File: src/rtl/sp2p_pkg.sv
`timescale 1ns / 1ps
`default_nettype none

package sp2p_pkg;

    localparam int LEVEL_W  = 3;
    localparam int SPEED_W  = 9;
    localparam int ACTION_W = 2;
    localparam int LADDER_W = 12;
    localparam int LADDER_N = 7;

    localparam logic [ACTION_W-1:0] ACT_SAMPLE = 2'd0;
    localparam logic [ACTION_W-1:0] ACT_TICK   = 2'd1;
    localparam logic [ACTION_W-1:0] ACT_BOTH   = 2'd2;

    // half-octave range thresholds, ascending
    localparam logic [LADDER_W-1:0] LADDER [LADDER_N] = '{
        12'd256, 12'd362, 12'd512, 12'd724, 12'd1024, 12'd1448, 12'd2048
    };

    typedef struct packed {
        logic en;     // item leaves the input stage this cycle
        logic take;   // item carries a sample pair
        logic clear;  // item carries a window tick
    } sp2p_trk_ctl_t;

    // 300 / (level + 1)
    function automatic logic [SPEED_W-1:0] speed_of(input logic [LEVEL_W-1:0] lvl);
        logic [SPEED_W-1:0] spd;
        case (lvl)
            3'd0:    spd = 9'd300;
            3'd1:    spd = 9'd150;
            3'd2:    spd = 9'd100;
            3'd3:    spd = 9'd75;
            3'd4:    spd = 9'd60;
            3'd5:    spd = 9'd50;
            3'd6:    spd = 9'd42;
            3'd7:    spd = 9'd37;
            default: spd = 9'd300;
        endcase
        return spd;
    endfunction

endpackage

`default_nettype wire

File: src/rtl/sp2p_tracker.sv
`timescale 1ns / 1ps
`default_nettype none

// Min/max tracker for one channel; range reflects the current item's sample.
module sp2p_tracker
    import sp2p_pkg::*;
#(
    parameter int SAMPLE_BITS = 12
) (
    input  wire logic                   aclk,
    input  wire logic                   aresetn,
    input  wire sp2p_trk_ctl_t          ctl,
    input  wire logic [SAMPLE_BITS-1:0] sample,
    output logic      [SAMPLE_BITS-1:0] range
);

    logic [SAMPLE_BITS-1:0] low_reg, low_next;
    logic [SAMPLE_BITS-1:0] high_reg, high_next;

    always_comb begin
        low_next  = (ctl.take && (sample < low_reg))  ? sample : low_reg;
        high_next = (ctl.take && (sample > high_reg)) ? sample : high_reg;
        range     = (low_next < high_next) ? (high_next - low_next) : '0;
    end

    always_ff @(posedge aclk) begin
        if (!aresetn) begin
            low_reg  <= '1;
            high_reg <= '0;
        end else if (ctl.en) begin
            if (ctl.clear) begin
                low_reg  <= '1;
                high_reg <= '0;
            end else begin
                low_reg  <= low_next;
                high_reg <= high_next;
            end
        end
    end

endmodule

`default_nettype wire

File: src/rtl/sp2p_quant.sv
`timescale 1ns / 1ps
`default_nettype none

// Threshold ladder for both channels plus speed lookup on the right level.
module sp2p_quant
    import sp2p_pkg::*;
#(
    parameter int SAMPLE_BITS = 12
) (
    input  wire logic [SAMPLE_BITS-1:0] left_range,
    input  wire logic [SAMPLE_BITS-1:0] right_range,
    output logic      [LEVEL_W-1:0]     left_level,
    output logic      [LEVEL_W-1:0]     right_level,
    output logic      [SPEED_W-1:0]     pixel_speed
);

    always_comb begin
        left_level  = '0;
        right_level = '0;
        for (int i = 0; i < LADDER_N; i++) begin
            if (left_range >= SAMPLE_BITS'(LADDER[i])) begin
                left_level = LEVEL_W'(i + 1);
            end
            if (right_range >= SAMPLE_BITS'(LADDER[i])) begin
                right_level = LEVEL_W'(i + 1);
            end
        end
        pixel_speed = speed_of(right_level);
    end

endmodule

`default_nettype wire

File: src/rtl/stereo_peak_to_peak_level_meter_core.sv
// A tick moves from the input register through one level of tracker/ladder
//   logic into the result register, which acts as the output buffer and
//   offers it on m_*. Throughput: one transfer per cycle unless a tick waits
//   on a full result register with m_ready low. Reset: synchronous, active
//   low; trackers return to min = all ones, max = 0, both stages empty.
`timescale 1ns / 1ps
`default_nettype none

module stereo_peak_to_peak_level_meter_core
    import sp2p_pkg::*;
#(
    parameter int SAMPLE_BITS = 12
) (
    input  wire logic                   aclk,
    input  wire logic                   aresetn,

    input  wire logic                   s_valid,
    output logic                        s_ready,
    input  wire logic [ACTION_W-1:0]    s_action,
    input  wire logic [SAMPLE_BITS-1:0] s_left_sample,
    input  wire logic [SAMPLE_BITS-1:0] s_right_sample,

    output logic                        m_valid,
    input  wire logic                   m_ready,
    output logic      [LEVEL_W-1:0]     m_left_level,
    output logic      [LEVEL_W-1:0]     m_right_level,
    output logic      [SPEED_W-1:0]     m_pixel_speed
);

    // ------------------------------------------------------------------
    // Input stage: captures one transfer per cycle while s_ready is high.
    // ------------------------------------------------------------------
    logic                   in_valid_reg;
    logic [ACTION_W-1:0]    in_action_reg;
    logic [SAMPLE_BITS-1:0] in_left_reg;
    logic [SAMPLE_BITS-1:0] in_right_reg;

    // Result register.
    logic                   out_valid_reg;
    logic [LEVEL_W-1:0]     out_left_level_reg;
    logic [LEVEL_W-1:0]     out_right_level_reg;
    logic [SPEED_W-1:0]     out_speed_reg;

    logic                   in_take;
    logic                   in_tick;
    logic                   advance;
    sp2p_trk_ctl_t          trk_ctl;

    logic [SAMPLE_BITS-1:0] left_range;
    logic [SAMPLE_BITS-1:0] right_range;
    logic [LEVEL_W-1:0]     left_level;
    logic [LEVEL_W-1:0]     right_level;
    logic [SPEED_W-1:0]     pixel_speed;

    // Action decode: anything but a pure tick carries samples, anything but a
    // pure sample carries a tick (the unused code behaves like sample+tick).
    assign in_take = (in_action_reg != ACT_TICK);
    assign in_tick = (in_action_reg != ACT_SAMPLE);

    // A sample-only item never needs the result register, so it always moves.
    // A tick moves when the result register is free or being drained now.
    assign advance = in_valid_reg && (!in_tick || !out_valid_reg || m_ready);
    assign s_ready = !in_valid_reg || advance;

    always_comb begin
        trk_ctl.en    = advance;
        trk_ctl.take  = in_take;
        trk_ctl.clear = in_tick;
    end

    always_ff @(posedge aclk) begin
        if (!aresetn) begin
            in_valid_reg <= 1'b0;
        end else if (s_ready) begin
            in_valid_reg <= s_valid;
        end
    end

    always_ff @(posedge aclk) begin
        if (s_valid && s_ready) begin
            in_action_reg <= s_action;
            in_left_reg   <= s_left_sample;
            in_right_reg  <= s_right_sample;
        end
    end

    // ------------------------------------------------------------------
    // Per-channel min/max trackers; range includes the current sample so a
    // combined sample+tick item is folded in before the window closes.
    // ------------------------------------------------------------------
    sp2p_tracker #(
        .SAMPLE_BITS (SAMPLE_BITS)
    ) u_trk_left (
        .aclk    (aclk),
        .aresetn (aresetn),
        .ctl     (trk_ctl),
        .sample  (in_left_reg),
        .range   (left_range)
    );

    sp2p_tracker #(
        .SAMPLE_BITS (SAMPLE_BITS)
    ) u_trk_right (
        .aclk    (aclk),
        .aresetn (aresetn),
        .ctl     (trk_ctl),
        .sample  (in_right_reg),
        .range   (right_range)
    );

    // Level ladder and animation speed.
    sp2p_quant #(
        .SAMPLE_BITS (SAMPLE_BITS)
    ) u_quant (
        .left_range  (left_range),
        .right_range (right_range),
        .left_level  (left_level),
        .right_level (right_level),
        .pixel_speed (pixel_speed)
    );

    // ------------------------------------------------------------------
    // Result register: loaded by a tick, emptied by a downstream transfer.
    // ------------------------------------------------------------------
    always_ff @(posedge aclk) begin
        if (!aresetn) begin
            out_valid_reg <= 1'b0;
        end else if (advance && in_tick) begin
            out_valid_reg <= 1'b1;
        end else if (m_ready) begin
            out_valid_reg <= 1'b0;
        end
    end

    always_ff @(posedge aclk) begin
        if (advance && in_tick) begin
            out_left_level_reg  <= left_level;
            out_right_level_reg <= right_level;
            out_speed_reg       <= pixel_speed;
        end
    end

    assign m_valid       = out_valid_reg;
    assign m_left_level  = out_left_level_reg;
    assign m_right_level = out_right_level_reg;
    assign m_pixel_speed = out_speed_reg;

endmodule

`default_nettype wire

File: config.mk
export PLATFORM = sky130hd
export DESIGN_NAME = stereo_peak_to_peak_level_meter_core
export DESIGN_NICKNAME = d
export VERILOG_FILES = /design/src/rtl/sp2p_pkg.sv /design/src/rtl/sp2p_tracker.sv /design/src/rtl/sp2p_quant.sv /design/src/rtl/stereo_peak_to_peak_level_meter_core.sv
export SDC_FILE = /design/constraint.sdc
export NUM_CORES = 1
export LEC_CHECK = 0
export ABC_AREA = 0
export BUFFER_PORTS_ARGS = -buffer_cell sky130_fd_sc_hd__buf_2
export CAP_MARGIN = 30
export CORE_ASPECT_RATIO = 1.5
export CORE_MARGIN = 4
export CORE_UTILIZATION = 48
export DETAILED_ROUTE_END_ITERATION = 7
export PLACE_DENSITY = 0.69
export SYNTH_ARGS = -nofsm -noshare
export SYNTH_HDL_FRONTEND = slang
export SYNTH_HIERARCHICAL = 1
export SYNTH_SLANG_ARGS = --single-unit
File: constraint.sdc
create_clock -name aclk -period 8.25 [get_ports aclk]
set_input_delay 0.825 -clock aclk [delete_from_list [all_inputs] [get_ports aclk]]
set_output_delay 0.825 -clock aclk [all_outputs]
set_load 0.05 [all_outputs]
==> results of run 1 <==
[final cells by class]
class | instances | area, sq um | area share
inverters | 62 | 233 | 0.0339
multi-input cells | 478 | 3670 | 0.534
well taps | 156 | 195 | 0.0284
repair buffers | 48 | 249 | 0.0362
clock inverters | 6 | 65.1 | 0.00947
flip-flops and latches | 91 | 2230 | 0.325
clock buffers | 10 | 229 | 0.0333
[critical path, delay by kind of cell (launching register included)]
kind	cells	cell delay, ns
compound gates	9	2.30
fa+ha+maj	4	1.19
flops	1	0.50
mux	1	0.18
simple gates	7	1.82
[metal layers]
layer | GRT usage | wire (um) | vias up
li1 | - | - | 2513
met1 | 0.202 | 5500 | 2484
met2 | 0.395 | 8490 | 125
met3 | 0.0269 | 479 | 48
met4 | 0.120 | 750 | 0
met5 | 0 | 0 | -
[power by group]
| part | switching [mW] | total [mW] | internal [mW] |
|---|---|---|---|
| registers | 0.0165 | 0.513 | 0.496 |
| logic | 0.183 | 0.298 | 0.115 |
| clock network | 0.177 | 0.412 | 0.235 |
[layout by cell type (no fill, tap or decap), types with 20 or more instances in the layout]
master and count:
dfxtp_1 50, inv_1 62, ha_1 73, a32o_1 24, a21oi_1 37, edfxtp_1 41, nor2b_1 20, o21ai_0 34
buf_2 46, nor2_1 33, nand2_1 40, o22a_1 24, mux2i_1 27
[worst paths after layout]
path / startpoint / to / slack, ns / depth (start not counted)
max: in_right_reg[1]$_DFFE_PP_ / m_pixel_speed[4]$_DFFE_PP_ / 1.99 / 21
min reg2reg: u_trk_left/high_reg[2]$_SDFFE_PN0P_ / u_trk_left/high_reg[2]$_SDFFE_PN0P_ / 0.50 / 1
max reg2reg: in_right_reg[1]$_DFFE_PP_ / m_pixel_speed[4]$_DFFE_PP_ / 1.99 / 21
min: u_trk_left/high_reg[2]$_SDFFE_PN0P_ / u_trk_left/high_reg[2]$_SDFFE_PN0P_ / 0.50 / 1
[stage by stage]
step	power (mW)	cell area (sq um)	util
6_report	1.22	6870	0.544
2_1_floorplan	0.750	6270	-
5_1_grt	1.28	6870	0.544
3_3_place_gp	0.808	6570	0.520
4_1_cts	1.23	6870	0.544
3_5_place_dp	0.818	6580	0.520
==> metrics, run 1 <==
run status completed; critical-path maximum fanout 26; Crit. End Element flip-flop; gr usage total 0.206; Inst Count DP 835; fillcell total approximately 1.2k; pre-CTS setup slack 2.06 ns; Final min period 6.26 ns; most used cell along the critical path ha_1; pin count of the biggest net entering global routing 31; clk buf depth 2; MaxCap Viol Count 0; Root Buffer clkbuf_16; Post-CTS Resized 0; Initial Util 0.497; Req. time, crit path between 8 and 9 ns; final hold vios 0; drt drc 0; H-Tree Depth 3; drt first pass iters 5; PwrDens 178 nW/um^2; worst hold margin 0.497 ns; clk slew on worst S/H paths 0.07 ns; Skew-Pair Late Insertion Delay 0.34 ns; Max-slew headroom 0.363; Die Ht 148 um; Syn Area/Cell 9.58 sq um; CP Launch Type flip-flop; final wirelength between 15000 and 20000 um; CP Class flip-flop to flip-flop; Max Slew Vio Count 0; vias per std cell 6.08; CP max stage delay between 0.8 and 0.9 ns; critical path's slowest cell o41a_1; initial DRC count approximately 270; Max Freq 160 MHz; die width 101 um; Synthesized Nets 760; Final ANT Viol Nets 0; P&R area growth vs syn 9.51%; CTS tree done; worst setup margin 1.99 ns; die area 15000 sq um; Ports 47; core footprint 12600 sq um; Finished Layout Cells approximately 850; ant diodes 0; Setup Total Neg Slack 0 ns; Worst Hold Class flip-flop to flip-flop; Routed wire per std cell 17.9 um; layout cells sized above 1 0.119; Post-CTS Hold Buffers 0; Data arrival, critical path 6.36 ns; Max VDD drop approximately 0.13 mV; Least-Margin Pin Slew 0.955 ns; gr ovfl total 0; first-pass GRT wire length about 25000 um; buffers added on ports 46; Detail Placement HPWL 11900 um; Synth warnings 6; crit path cell chain ha_1 -> nor2b_4 -> o211ai_2 -> a211oi_1 -> o41a_1 -> mux2i_1 -> ha_1 -> fa_1 -> nor2b_1 -> o31a_1 -> o21ai_1 -> a21oi_1 -> o31ai_2 -> nor3b_1 -> o211ai_1 -> o41a_1 -> and3_2 -> or2_2 -> ha_1 -> and3_1 -> or2_2; gp weighted congestion 0.920; worst-case clock skew 0.00916 ns; vias in the first global route 5436; Final setup violation count 0; clock buffer count from CTS 9; Setup Fix Bufs, Post-CTS 0; post-synthesis cell count 655; post-synthesis cell area about 6300 sq um; RSZ-0062 raised after global routing false; fin crit share 0.759; final net count ~800; routed via count 5170; Core Rows 50; leakage 2.90 nW; initial antenna violation count 0; CTS sink count 91
Note: power is estimated with default switching activity, not from simulation.
==> run 2: changes to the inputs <==
==> constraint.sdc (replaced) <==
create_clock -name aclk -period 6 [get_ports aclk]
set_input_delay 0.6 -clock aclk [delete_from_list [all_inputs] [get_ports aclk]]
set_output_delay 0.6 -clock aclk [all_outputs]
set_load 0.05 [all_outputs]
==> metrics, run 2 (synthesis gave the netlist of run 1 again) <==
die width 101 um (unchanged); Routed wire per std cell 17.8 um (was 17.9 um); gr usage total 0.208 (was 0.206); final hold vios 0 (unchanged); ant diodes 0 (unchanged); vias per std cell 6.04 (was 6.08); first-pass GRT wire length 24900 um (about the same); commonest non-fill, non-tap cells in the layout ha_1 (73), inv_1 (62), dfxtp_1 (50) (unchanged); Crit. End Element flip-flop (unchanged); worst-case clock skew 0.00786 ns (was 0.00916 ns); Post-CTS Hold Buffers 0 (unchanged); clock buffer count from CTS 9 (unchanged); MaxCap Viol Count 0 (unchanged); routed via count 5186 (was 5170); vias in the first global route 5212 (was 5436); Ports 47 (unchanged); CTS sink count 91 (unchanged); Least-Margin Pin Slew 0.834 ns (was 0.955 ns); run status completed (unchanged); Die Ht 148 um (unchanged); Post-DP Area 6620 sq um (was 6580 sq um); leakage 2.97 nW (was 2.90 nW); Max-slew headroom 0.437 (was 0.363); Max VDD drop 0.158 mV (was 0.134 mV); Max Slew Vio Count 0 (unchanged); clk slew on worst S/H paths 0.07 ns (about the same); clk buf depth 2 (unchanged); drt drc 0 (unchanged); final wirelength 15300 um (was 15200 um); drt first pass iters 4 (was 5); Final ANT Viol Nets 0 (unchanged); gp weighted congestion 0.953 (was 0.920); Max Freq 172 MHz (was 160 MHz); buffers added on ports 46 (unchanged); worst setup margin 0.174 ns (was 1.99 ns); Finished Layout Cells 859 (was 851); Final setup violation count 0 (unchanged); CTS tree done (unchanged); Inst Count DP 841 (was 835); initial antenna violation count 0 (unchanged); initial DRC count 197 (was 271); post-layout instance area 7020 sq um (was 6870 sq um); PwrDens 248 nW/um^2 (was 178 nW/um^2); P&R area growth vs syn 11.9% (was 9.51%); Detail Placement HPWL 11900 um (about the same); CP Class flip-flop to flip-flop (unchanged); H-Tree Depth 3 (unchanged); fin crit share 0.971 (was 0.759); Skew-Pair Late Insertion Delay 0.34 ns (about the same); layout cells sized above 1 0.139 (was 0.119); die area 15000 sq um (unchanged); Worst Hold Class input port to flip-flop (was flip-flop to flip-flop); Data arrival, critical path 5.92 ns (was 6.36 ns); Core Util, Final 0.556 (was 0.544); Final min period 5.83 ns (was 6.26 ns); Initial Util 0.497 (unchanged); Core Rows 50 (unchanged); pre-CTS setup slack 0.0136 ns (was 2.06 ns); Req. time, crit path 6.09 ns (was 8.34 ns); critical-path maximum fanout 17 (was 26); gr ovfl total 0 (unchanged); Pwr Total 1.74 mW (was 1.22 mW); fillcell total 1130 (was 1162); CP Launch Type flip-flop (unchanged); core footprint 12600 sq um (unchanged); leading cell type in the layout, fill and taps excluded ha_1 (unchanged); final net count 803 (was 795); Root Buffer clkbuf_16 (unchanged); pin count of the biggest net entering global routing 31 (unchanged)
run 2: changes by cell type in the layout (fill, tap and decap cells not counted), moves of 2 or more:
cell and change:
clkinv_4 +2, clkinvlp_4 -3, a211oi_2 +2, a211oi_1 -2
buf_4 +7
run 2: area by class of cell:
class / count / area [sq um] / area share
multi-input combinational: 479 / 3740 / 0.532
sequential: 91 / 2230 / 0.318
timing repair buffer: 55 / 302 / 0.0429
inverter: 62 / 233 / 0.0331
clock buffer: 9 / 225 / 0.0321
tap: 156 / 195 / 0.0278
clock inverter: 7 / 98.8 / 0.0141
run 2: worst paths after layout:
kind | start | endpoint | slack [ns] | cells after the start
max | in_right_reg[3]$_DFFE_PP_ | m_pixel_speed[4]$_DFFE_PP_ | 0.17 | 20
max reg2reg | in_right_reg[3]$_DFFE_PP_ | m_pixel_speed[4]$_DFFE_PP_ | 0.17 | 20
min | s_left_sample[7] | in_left_reg[7]$_DFFE_PP_ | 0.43 | 1
min reg2reg | u_trk_left/high_reg[3]$_SDFFE_PN0P_ | u_trk_left/high_reg[3]$_SDFFE_PN0P_ | 0.50 | 1
run 2: worst max-delay path, stage by stage, from the launching register on:
cell and delay (ns):
edfxtp_1 0.50, ha_1 0.39, a21oi_1 0.23, a211oi_1 0.12
o41a_4 0.53, mux2i_1 0.15, ha_1 0.22, fa_1 0.39
nor2b_1 0.19, o31a_1 0.21, o21ai_1 0.13, a21oi_2 0.30
o31ai_2 0.22, nor3b_4 0.32, o211ai_1 0.14, o41a_1 0.35
and3_2 0.24, or2_2 0.31, ha_1 0.19, and3_1 0.16
or2_2 0.27
run 2: report_power, final:
part	total [mW]	internal, mW	leakage, nW	switching, mW
Sequential	0.705	0.683	0.800	0.0222
Combinational	0.426	0.166	2.01	0.259
Clock	0.609	0.368	0.158	0.241
Total	1.74	1.22	2.97	0.523
run 2: per-stage QoR:
stage	setup TNS [ns]	hold slack [ns]
3_5_place_dp	0	0.484
4_1_cts	0	0.410
6_report	0	0.428
3_3_place_gp	0	0.478
2_1_floorplan	0	0.469
5_1_grt	-0.211	0.409
run 2: what timing repair did:
item                                    in CTS  in global routing
gates resized for setup                      0                 10
endpoints found under the hold margin        0                  0
buffers inserted                             0                  1
endpoints found under the setup margin       0                  7
run 2: routing by layer:
metal | share of wire | global-route usage
met1 | 0.37 | 0.211
met3 | 0.031 | 0.0364
met5 | 0 | 0
met2 | 0.56 | 0.396
met4 | 0.036 | 0.103
==> run 3: changes to the inputs <==
--- a/config.mk
+++ b/config.mk
@@ -12,7 +12,7 @@
 export CORE_MARGIN = 4
 export CORE_UTILIZATION = 48
 export DETAILED_ROUTE_END_ITERATION = 7
-export PLACE_DENSITY = 0.69
+export PLACE_DENSITY = 0.71
 export SYNTH_ARGS = -nofsm -noshare
 export SYNTH_HDL_FRONTEND = slang
 export SYNTH_HIERARCHICAL = 1
==> constraint.sdc (replaced) <==
create_clock -name aclk -period 5.3 [get_ports aclk]
set_input_delay 0.53 -clock aclk [delete_from_list [all_inputs] [get_ports aclk]]
set_output_delay 0.53 -clock aclk [all_outputs]
set_load 0.05 [all_outputs]
==> metrics, run 3 (synthesis gave the netlist of run 1 again) <==
buffers added on ports 46 (unchanged); Max VDD drop 0.224 mV (was 0.158 mV); Initial Util 0.497 (unchanged); Max-slew headroom 0.584 (was 0.437); Clk pwr share 0.315 (was 0.350); switch share 0.312 (was 0.301); first-pass GRT wire length 26000 um (was 24900 um); MaxCap Viol Count 0 (unchanged); die width 101 um (unchanged); initial antenna violation count 0 (unchanged); worst-case clock skew 0.0113 ns (was 0.00786 ns); RSZ-0062 raised after global routing true; final hold vios 0 (unchanged); drt drc 0 (unchanged); PwrDens 265 nW/um^2 (was 248 nW/um^2); critical-path maximum fanout 10 (was 17); ant diodes 0 (unchanged); vias per std cell 6.05 (was 6.04); CP Class flip-flop to flip-flop (unchanged); pin count of the biggest net entering global routing 31 (unchanged); switching pwr 0.640 mW (was 0.523 mW); final net count 869 (was 803); Root Buffer clkbuf_16 (unchanged); gr ovfl total 0 (unchanged); commonest non-fill, non-tap cells in the layout buf_4 (69), ha_1 (66), inv_1 (62) (was ha_1 (73), inv_1 (62), dfxtp_1 (50)); routed via count 5599 (was 5186); worst setup margin 0.0617 ns (was 0.174 ns); Pwr Total 2.05 mW (was 1.74 mW); CTS tree done (unchanged); Final ANT Viol Nets 0 (unchanged); Inst Count DP 892 (was 841); Data arrival, critical path 5.34 ns (was 5.92 ns); gr usage total 0.217 (was 0.208); Final setup violation count 0 (unchanged); Ports 47 (unchanged); CP Launch Type flip-flop (unchanged); Reg2Reg Depth 23 (was 20); run status completed (unchanged); hold path start s_right_sample[6] (was s_left_sample[7]); leakage 3.31 nW (was 2.97 nW); Req. time, crit path 5.40 ns (was 6.09 ns); pre-CTS setup slack -0.195 ns (was 0.0136 ns); initial DRC count 219 (was 197); Setup Total Neg Slack 0 ns (unchanged); Die Ht 148 um (unchanged); core footprint 12600 sq um (unchanged); Core Util, Final 0.613 (was 0.556); Logic pwr share 0.300 (was 0.245); Max Freq 191 MHz (was 172 MHz); layout cells sized above 1 0.260 (was 0.139); drt first pass iters 4 (unchanged); vias in the first global route 5662 (was 5212); Least-Margin Pin Slew 0.624 ns (was 0.834 ns); R2R setup slack 0.06 ns (was 0.17 ns); final wirelength 16500 um (was 15300 um); leading cell type in the layout, fill and taps excluded buf_4 (was ha_1); die area 15000 sq um (unchanged); Finished Layout Cells 925 (was 859); gp weighted congestion 0.919 (was 0.953); Final min period 5.24 ns (was 5.83 ns); CTS sink count 91 (unchanged); Reg-to-Reg End m_pixel_speed[4]$_DFFE_PP_ (unchanged); clk buf depth 2 (unchanged); clk slew on worst S/H paths 0.07 ns (about the same); P&R area growth vs syn 23.5% (was 11.9%); hold endpoint in_right_reg[6]$_DFFE_PP_ (was in_left_reg[7]$_DFFE_PP_); r2r startpoint in_right_reg[5]$_DFFE_PP_ (was in_right_reg[3]$_DFFE_PP_); clock buffer count from CTS 9 (unchanged); Worst Hold Class input port to flip-flop (unchanged); fin crit share 0.988 (was 0.971); internal cell power 1.41 mW (was 1.22 mW); Skew-Pair Late Insertion Delay 0.35 ns (was 0.34 ns); Routed wire per std cell 17.8 um (about the same); Detail Placement HPWL 12400 um (was 11900 um); hold path depth 1 (unchanged); Crit. End Element flip-flop (unchanged); share of power burned in registers 0.385 (was 0.405); Core Rows 50 (unchanged); H-Tree Depth 3 (unchanged); Max Slew Vio Count 0 (unchanged)
[run 3: metrics by stage]
| step | hold WS, ns | instance area (sq um) |
|---|---|---|
| after detailed placement | 0.484 | 7020 |
| after floorplan | 0.469 | 6280 |
| after CTS | 0.342 | 7420 |
| after global placement | 0.476 | 7000 |
| final | 0.356 | 7750 |
| after global routing | 0.341 | 7750 |
[run 3: final cells by class]
type / count / area, sq um
tap: 156 / 195
timing repair buffer: 122 / 827
fill: 1048 / 4880
sequential: 91 / 2230
clock buffer: 9 / 225
multi-input combinational: 478 / 3970
clock inverter: 7 / 72.6
inverter: 62 / 233
[run 3: power by group through the flow]
stage               sequential (mW)  combinational, mW  clock [mW]
global route                  0.795              0.670       0.694
global placement              0.806              0.508           0
CTS                           0.791              0.548       0.663
floorplan                     0.842              0.327           0
finish                        0.792              0.616       0.647
detailed placement            0.807              0.526           0
[run 3: routing by layer]
metal  global-route usage  vias up  part of all wire
met2                0.416      172              0.57
met4                0.134        0             0.051
met3               0.0297       75             0.034
met5                    0        -                 0
met1                0.212     2674              0.35
li1                     -     2678                 -
[run 3: how the worst max path moves through the flow]
stage,startpoint,endpoint,slack [ns],cells past startpoint
after floorplan,in_right_reg[2]$_DFFE_PP_,m_pixel_speed[4]$_DFFE_PP_,0.007,23
after global placement,in_right_reg[7]$_DFFE_PP_,m_pixel_speed[4]$_DFFE_PP_,-0.02,20
after detailed placement,in_right_reg[7]$_DFFE_PP_,m_pixel_speed[4]$_DFFE_PP_,-0.20,20
after CTS,in_right_reg[1]$_DFFE_PP_,m_pixel_speed[4]$_DFFE_PP_,-0.03,24
after global routing,in_right_reg[5]$_DFFE_PP_,m_pixel_speed[4]$_DFFE_PP_,-0.15,22
final,in_right_reg[5]$_DFFE_PP_,m_pixel_speed[4]$_DFFE_PP_,0.06,23
[run 3: critical path, stage by stage (launching register included)]
cell and delay (ns):
edfxtp_1 0.44, ha_4 0.24, a21o_1 0.18, nand3_1 0.12, a21oi_2 0.07, o41a_1 0.50, buf_6 0.16, buf_4 0.15
nand2_1 0.07, o21ai_0 0.09, ha_1 0.30, o21a_1 0.17, o31a_1 0.12, o21ai_2 0.20, a21oi_2 0.10, o31ai_4 0.42
buf_6 0.17, nor2_4 0.04, o41a_1 0.42, a31o_1 0.26, a21o_4 0.24, ha_4 0.16, and3_4 0.14, or2_4 0.22
[run 3: repair_timing]
| action | CTS | global route |
|---|---|---|
| gates resized for setup | 11 | 52 |
| setup buffers | 6 | 11 |
| pin swaps | 4 | 32 |
| endpoints found under the setup margin | 5 | 10 |
| endpoints found under the hold margin | 0 | 0 |
| hold buffers | 0 | 0 |
